===== config.mk =====
export PLATFORM = sky130hd
export DESIGN_NAME = clap_peak_detector
export DESIGN_NICKNAME = d
export VERILOG_FILES = /design/src/hdl/cpd_pkg.sv /design/src/hdl/cpd_cfg_regs.sv /design/src/hdl/cpd_detect.sv /design/src/hdl/clap_peak_detector.sv
export SDC_FILE = /design/constraint.sdc
export NUM_CORES = 1
export LEC_CHECK = 0
export BUFFER_PORTS_ARGS = -buffer_cell sky130_fd_sc_hd__buf_2
export CAP_MARGIN = 15
export CORE_ASPECT_RATIO = 0.6
export CORE_MARGIN = 10
export CORE_UTILIZATION = 50
export CTS_CLUSTER_SIZE = 24
export DETAILED_ROUTE_END_ITERATION = 16
export PLACE_DENSITY = 0.7
export RECOVER_POWER = 100
export SLEW_MARGIN = 0
export SYNTH_ARGS = -nofsm -noshare
export SYNTH_HDL_FRONTEND = slang
export SYNTH_SLANG_ARGS = --single-unit

===== constraint.sdc =====
create_clock -name clk -period 5 [get_ports clk]
set_clock_uncertainty 0.15 [all_clocks]
set_input_delay 0.25 -clock clk [delete_from_list [all_inputs] [get_ports clk]]
set_output_delay 0.25 -clock clk [all_outputs]
set_load 0.03 [all_outputs]

===== src/hdl/cpd_pkg.sv =====
// Shared types, constants and helpers of the clap peak detector.
// No dependencies; imported by every module of the block.
package cpd_pkg;

    localparam int TIME_WIDTH      = 32;
    localparam int SAMPLE_WIDTH    = 16;
    localparam int NOW_WIDTH       = 32;
    localparam int PEAK_WIDTH      = 16;
    localparam int CFG_WIDTH       = 16;
    localparam int CFG_INDEX_WIDTH = 2;

    // Register indexes on the configuration channel
    localparam logic [CFG_INDEX_WIDTH-1:0] REG_CLAP_THRESHOLD = 2'd0;
    localparam logic [CFG_INDEX_WIDTH-1:0] REG_ECHO_COOLDOWN  = 2'd1;
    localparam logic [CFG_INDEX_WIDTH-1:0] REG_DEBOUNCE       = 2'd2;

    localparam logic [CFG_WIDTH-1:0] CLAP_THRESHOLD_RESET = 16'd4096;
    localparam logic [CFG_WIDTH-1:0] ECHO_COOLDOWN_RESET  = 16'd500;
    localparam logic [CFG_WIDTH-1:0] DEBOUNCE_RESET       = 16'd800;

    typedef logic [TIME_WIDTH-1:0] time_t;
    typedef logic [PEAK_WIDTH-1:0] peak_t;

    typedef struct packed {
        logic [CFG_WIDTH-1:0] clap_threshold;
        logic [CFG_WIDTH-1:0] echo_cooldown;
        logic [CFG_WIDTH-1:0] debounce_ms;
    } cfg_t;

    typedef struct packed {
        logic signed [SAMPLE_WIDTH-1:0] sample;
        logic                           frame_end;
        logic [NOW_WIDTH-1:0]           now_ms;
        logic                           playback_active;
    } item_t;

    typedef struct packed {
        peak_t frame_peak;
        logic  clap_detected;
    } result_t;

    // |sample|; the most negative value maps to 32768, which still fits
    function automatic peak_t magnitude(input logic signed [SAMPLE_WIDTH-1:0] s);
        peak_t m;
        if (s[SAMPLE_WIDTH-1])
            m = PEAK_WIDTH'(~s + 1'b1);
        else
            m = PEAK_WIDTH'(s);
        return m;
    endfunction

endpackage


===== src/hdl/cpd_cfg_regs.sv =====
// Configuration register file of the clap peak detector.
// Depends on cpd_pkg for the register indexes, reset values and cfg_t.
module cpd_cfg_regs
    import cpd_pkg::*;
(
    input  logic                       clk,
    input  logic                       rst_n,
    input  logic                       cfg_valid,
    output logic                       cfg_ready,
    input  logic [CFG_INDEX_WIDTH-1:0] cfg_index,
    input  logic [CFG_WIDTH-1:0]       cfg_data,
    output cfg_t                       cfg
);

    cfg_t cfg_reg;
    cfg_t cfg_next;

    assign cfg_ready = 1'b1;
    assign cfg       = cfg_reg;

    always_comb
    begin
        cfg_next = cfg_reg;
        if (cfg_valid)
        begin
            case (cfg_index)
                REG_CLAP_THRESHOLD: cfg_next.clap_threshold = cfg_data;
                REG_ECHO_COOLDOWN:  cfg_next.echo_cooldown  = cfg_data;
                REG_DEBOUNCE:       cfg_next.debounce_ms    = cfg_data;
                default:            cfg_next = cfg_reg; // drop unknown index
            endcase
        end
    end

    always_ff @(posedge clk or negedge rst_n)
    begin
        if (!rst_n)
        begin
            cfg_reg.clap_threshold <= CLAP_THRESHOLD_RESET;
            cfg_reg.echo_cooldown  <= ECHO_COOLDOWN_RESET;
            cfg_reg.debounce_ms    <= DEBOUNCE_RESET;
        end
        else
        begin
            cfg_reg <= cfg_next;
        end
    end

endmodule


===== src/hdl/cpd_detect.sv =====
// Peak tracker and clap decision with echo window and holdoff state.
// Depends on cpd_pkg; result is combinational from the registered item.
module cpd_detect
    import cpd_pkg::*;
(
    input  logic    clk,
    input  logic    rst_n,
    input  logic    step,
    input  item_t   item,
    input  cfg_t    cfg,
    output result_t result
);

    peak_t peak_reg;
    peak_t peak_next;
    logic  was_active_reg;
    logic  was_active_next;
    time_t end_time_reg;
    time_t end_time_next;
    time_t last_clap_reg;
    time_t last_clap_next;

    peak_t mag;
    peak_t peak;
    time_t now;
    logic  echo;
    logic  clap;

    always_comb
    begin
        mag  = magnitude(item.sample);
        peak = (mag > peak_reg) ? mag : peak_reg;
        now  = TIME_WIDTH'(item.now_ms);

        // Playback just stopped: the cooldown starts now
        end_time_next = end_time_reg;
        if (was_active_reg && !item.playback_active)
            end_time_next = now;

        echo = item.playback_active ||
               ((now - end_time_next) < TIME_WIDTH'(cfg.echo_cooldown));
        clap = !echo && (peak >= cfg.clap_threshold) &&
               ((now - last_clap_reg) > TIME_WIDTH'(cfg.debounce_ms));

        last_clap_next  = clap ? now : last_clap_reg;
        was_active_next = item.playback_active;
        peak_next       = item.frame_end ? '0 : peak;

        result.frame_peak    = peak;
        result.clap_detected = clap;
    end

    always_ff @(posedge clk or negedge rst_n)
    begin
        if (!rst_n)
        begin
            peak_reg       <= '0;
            was_active_reg <= 1'b0;
            end_time_reg   <= '0;
            last_clap_reg  <= '0;
        end
        else if (step)
        begin
            peak_reg <= peak_next;
            if (item.frame_end)
            begin
                was_active_reg <= was_active_next;
                end_time_reg   <= end_time_next;
                last_clap_reg  <= last_clap_next;
            end
        end
    end

`ifndef NO_ASSERTIONS
    a_peak_clears: assert property (@(posedge clk) disable iff (!rst_n)
        step && item.frame_end |=> peak_reg == '0)
        else $error("running peak not cleared after frame end");

    a_timing_holds: assert property (@(posedge clk) disable iff (!rst_n)
        !(step && item.frame_end) |=> $stable(end_time_reg) && $stable(last_clap_reg)
            && $stable(was_active_reg))
        else $error("time state changed outside a frame end");

    a_clap_stamps: assert property (@(posedge clk) disable iff (!rst_n)
        step && item.frame_end && result.clap_detected |=> last_clap_reg == $past(now))
        else $error("clap did not record its timestamp");

    a_peak_monotone: assert property (@(posedge clk) disable iff (!rst_n)
        step && !item.frame_end |=> peak_reg >= $past(peak_reg))
        else $error("running peak decreased within a frame");
`endif

endmodule


===== src/hdl/clap_peak_detector.sv =====
// Top level of the clap peak detector: stream ports, input and result registers.
// Depends on cpd_pkg, cpd_cfg_regs and cpd_detect.
//
// Samples arrive as stream transfers on the s_ group: s_tdata carries the
// signed sample and the millisecond timestamp, s_tlast marks the last sample
// of a frame, s_tuser the playback-active flag. Timestamp and flag count only
// on the s_tlast transfer. Each frame end yields one result transfer on the
// m_ group: m_tdata holds the frame peak |sample|, m_tuser is 1 for a clap.
// Throughput: one sample per cycle, unless a frame end waits for room in the
// result register; the input register feeds one level of compare/subtract
// logic into the result register. Path: a frame-end transfer loads the input
// register, then its result loads the result register, which drives m_tvalid.
// Stall: while a result waits with m_tready low, inner samples still advance;
// a frame-end sample holds in the input register with s_tready low until the
// result register frees.
// Reset (rst_n low): clear the running peak, the playback and clap timestamps
// and both valid flags; registers return to threshold 4096, cooldown 500 ms,
// debounce 800 ms. Write registers through cfg_ only while nothing is in flight.
module clap_peak_detector
    import cpd_pkg::*;
(
    input  logic                       clk,
    input  logic                       rst_n,
    // configuration write channel
    input  logic                       cfg_valid,
    output logic                       cfg_ready,
    input  logic [CFG_INDEX_WIDTH-1:0] cfg_index,
    input  logic [CFG_WIDTH-1:0]       cfg_data,
    // sample stream
    input  logic                       s_tvalid,
    output logic                       s_tready,
    input  logic [47:0]                s_tdata,   // [15:0] sample, [47:16] now_ms
    input  logic                       s_tlast,   // frame_end
    input  logic [0:0]                 s_tuser,   // [0] playback_active
    // result stream
    output logic                       m_tvalid,
    input  logic                       m_tready,
    output logic [15:0]                m_tdata,   // [15:0] frame_peak
    output logic [0:0]                 m_tuser    // [0] clap_detected
);

    cfg_t    cfg;
    item_t   in_item_reg;
    item_t   in_item_next;
    logic    in_valid_reg;
    logic    in_valid_next;
    result_t out_reg;
    logic    out_valid_reg;
    logic    out_valid_next;
    result_t result;

    logic s_xfer;
    logic out_free;
    logic step;
    logic emit;

    cpd_cfg_regs u_cfg (
        .clk       (clk),
        .rst_n     (rst_n),
        .cfg_valid (cfg_valid),
        .cfg_ready (cfg_ready),
        .cfg_index (cfg_index),
        .cfg_data  (cfg_data),
        .cfg       (cfg)
    );

    cpd_detect u_detect (
        .clk    (clk),
        .rst_n  (rst_n),
        .step   (step),
        .item   (in_item_reg),
        .cfg    (cfg),
        .result (result)
    );

    // Result register is free when empty or being taken this cycle
    assign out_free = !out_valid_reg || m_tready;
    // Advance the held sample; only a frame end needs room for its result
    assign step     = in_valid_reg && (!in_item_reg.frame_end || out_free);
    assign emit     = step && in_item_reg.frame_end;
    assign s_tready = !in_valid_reg || step;
    assign s_xfer   = s_tvalid && s_tready;

    always_comb
    begin
        in_item_next.sample          = s_tdata[15:0];
        in_item_next.frame_end       = s_tlast;
        in_item_next.now_ms          = s_tdata[47:16];
        in_item_next.playback_active = s_tuser[0];

        in_valid_next  = s_xfer || (in_valid_reg && !step);
        out_valid_next = emit || (out_valid_reg && !m_tready);
    end

    always_ff @(posedge clk or negedge rst_n)
    begin
        if (!rst_n)
        begin
            in_valid_reg  <= 1'b0;
            out_valid_reg <= 1'b0;
        end
        else
        begin
            in_valid_reg  <= in_valid_next;
            out_valid_reg <= out_valid_next;
        end
    end

    // Payload registers: load on transfer, hold otherwise
    always_ff @(posedge clk)
    begin
        if (s_xfer)
            in_item_reg <= in_item_next;
        if (emit)
            out_reg <= result;
    end

    assign m_tvalid   = out_valid_reg;
    assign m_tdata    = out_reg.frame_peak;
    assign m_tuser[0] = out_reg.clap_detected;

endmodule


==> results.yml <==
floorplan:
  pin_count: 93
  core_area_um2: 25400
  die_w_um: 228
  rows: 45
  start_util_pct: 51.2
  die_y_um: 145
  die_area_um2: 33100
synthesis:
  synth-async-reset-ratio_pct: 66.2
  seq_area_frac_synth_pct: 40.7
  netlist_instances: 1311
  syn-num-nets: 1512
  avgSynthCellArea_um2: 9.94
  synth_top_cell_by_area: "dfrtp_1"
  synthTopCellsByArea: "dfrtp_1 (23%), edfxtp_1 (15%), ha_1 (12%)"
  synth-main-ff-cell: "dfrtp_1"
  synth_top_area_share_pct: 23.2
  ys_warn_count: 0
  yosysUniqueCellTypes: 76
  synth-seq-cells: 198
  post_synth_instance_area_um2: 13000
  synth-edff-count: 67
critical_path:
  cp_max_fo: 15
  worstPathRequired_ns: 5.20
  critical_path.max_stage_delay_ns: 0.44
  start_kind: "flip-flop"
  cp-startpoint: "in_item_reg[37]"
  worstPathArrival_ns: 5.89
  r2r-start: "in_item_reg[37]"
  cp.buffers_inverters: 2
  crit_top_cell: "a21o_1"
  cp_slowest_cell: "edfxtp_1"
  crit_family: "compound AO/OA/AOI/OAI gates"
  cp-end-kind: "flip-flop"
  path_class: "reg2reg"
clock_network:
  cts_sinks: 198
  cts_tree: "done"
  htreeDepth: 4
  insertion_delay_ns: 0.47
  clk_pin_slew_ns: 0.07
  clock_path_buffers: 2
  numCtsBuffers: 17
  cts_root_buffer: "clkbuf_16"
power_and_ir_drop:
  ir_drop_mv: 0.222
  power.density_nw_per_um2: 518
  p_leak_nw: 7.40
sta:
  hold_viol_final: 0
  period_needed_ns: 5.69
  fin_setup_tns_ns: -20.95
  relSlewSlack_pct: -193
  post-route-period-util_pct: 114
  rsz0062_at_grt: "yes"
  finalMaxSlewViolations: 133
  setup_viol: 33
  fin_ws_ns: -0.686
  fmax_mhz: 176
  max_slew.worst_pin.slew_ns: 4.40
placed_design:
  place_ws_ns: -0.880
  dpl.hpwl_um: 28200
  dpl_cell_area_um2: 15200
  gp_congestion: 0.938
  dp_cells: 1897
  portBuffers: 91
grt:
  antenna_found_initial: 0
  grt_util_all_layers_pct: 22.3
  grt_max_degree: 78
  overflow: 0
  grt_pass1_wl_um: 59500
  first_global_vias: 10800
cells_and_area:
  final_cell_area_um2: 16600
  final.fill_count: 2116
  drive_gt1_share_pct: 23.5
  antenna_cells: 0
  finalNetCount: 1845
  stdcell_count: 2009
  area.sequential_um2: 5300
  largest_register_ffs: 50
  multi_input_area_um2: 7230
  area_delta_synth_final_pct: 27.3
drt:
  drtIter0Drc: 986
  postRouteAntennaNets: 0
  wl_um: 37300
  wire_per_inst_um: 18.5
  dr.pass1.iters: 5
  drc: 0
  viasPerCell: 5.55
  vias: 11100
run:
  drv_cap: 3
outcome:
  status: "complete, but fails checks"
  violations: "max-capacitance violations, max-slew violations, negative setup slack"
worst_hold_path:
  hp-class: "in2reg"
  min_from: "s_tdata[7]"
-- synth_stat cells (3+ instances only) --
library cell	count
dfstp_2	10
o21ai_0	104
buf_1	3
ha_1	126
xnor2_1	44
a31o_2	3
nor3_1	17
nand3_1	19
clkbuf_1	26
o31ai_1	3
buf_2	6
nand2_1	154
mux2i_1	48
a211oi_1	7
and3_1	4
a21oi_1	84
inv_1	120
o211ai_1	9
a211o_1	3
o21a_1	16
nand3b_1	5
o2111ai_1	5
nor4_1	6
edfxtp_1	67
and2_1	6
a21o_1	26
a31oi_1	9
or3_1	5
xor2_1	21
nand2b_1	13
o221ai_1	3
buf_12	3
mux2_2	38
a2111oi_0	5
dfrtp_1	121
nor2_1	53
nor2b_1	10
mux2_4	30
nand4_1	26
o21bai_1	8
-- timing repair --
action	CTS	global route
pin swaps	6	11
hold endpoints to repair	169	0
buffers inserted	7	3
gates resized for setup	18	11
setup endpoints to repair	33	33
hold buffers	70	0
gates cloned	1	0
-- metal layers --
layer  global-route usage, %  up-vias  wire length [µm]
met3                    6.18       27              3070
met4                    4.91        0               380
met5                       0        -                 0
met2                    30.1      368             14900
met1                    34.1     5387             18900
li1                        -     5358                 -
-- metrics by stage --
stage / hold slack [ns] / util, % / power, W
after floorplan: -0.196 / - / 0.00534
after global placement: 0.189 / 59.7 / 0.00690
after detailed placement: 0.198 / 59.7 / 0.00701
after CTS: 0.158 / 65.2 / 0.00853
after global routing: 0.327 / 65.1 / 0.00923
final: 0.332 / 65.1 / 0.00859
-- cells in the final DEF, fill, tap and decap left out, types with 32 or more instances in the layout --
cell type	instances
a21oi_1	82
buf_2	53
buf_4	184
clkbuf_1	42
dfrtp_1	121
dlygate4sd3_1	70
edfxtp_1	67
ha_1	126
inv_1	120
mux2_2	36
mux2_4	32
mux2i_1	46
nand2_1	153
nor2_1	51
o21ai_0	94
xnor2_1	42
-- report_power, final --
group	total (W)	internal [W]	switching, W
combinational	0.00490	0.00231	0.00259
clock	0.00136	0.000667	0.000692
sequential	0.00233	0.00210	0.000230
-- area by class of cell --
type	count	share of cell area, %
multi-input combinational	953	43.6
tap	352	2.66
timing repair buffer	354	15.7
inverter	120	2.72
clock inverter	13	0.710
sequential	198	32.0
clock buffer	19	2.67
-- logic make-up (layout without fill, tap and decap cells) --
family / after synthesis / after routing / synth area share [%]
multiplexers: 116 / 116 / 10.4
adder cells (fa/ha/maj): 128 / 128 / 12.4
AND/OR/NAND/NOR: 329 / 329 / 11.9
flip-flops: 198 / 198 / 40.7
AO/OA/AOI/OAI: 314 / 314 / 15.1
buffers and inverters: 160 / 506 / 5.10
XOR/XNOR: 65 / 65 / 4.37
other: 1 / 1 / 0.0288
-- path summary, 6_finish.rpt --
path                                                   end  slack (ns)  cells past startpoint
worst max-delay path            u_detect.last_clap_reg[24]       -0.69                     29
worst min-delay path                       in_item_reg[41]        0.33                      2
worst max register to register  u_detect.last_clap_reg[24]       -0.69                     29
worst min register to register   u_detect.end_time_reg[21]        0.33                      2
max in group asynchronous        u_detect.end_time_reg[16]        0.47                      3
min in group asynchronous                    u_cfg.cfg[34]        1.73                      2
-- worst register-to-register path, delay by kind of cell, from the launching register on --
family / cells / cell delay [ns]
AO/OA/AOI/OAI: 13 / 2.05
XOR/XNOR: 1 / 0.12
adder cells (fa/ha/maj): 2 / 0.59
buffers and inverters: 2 / 0.31
flip-flops: 1 / 0.44
multiplexers: 2 / 0.70
AND/OR/NAND/NOR: 9 / 1.23
No activity file was read; power rests on OpenSTA's default activity.
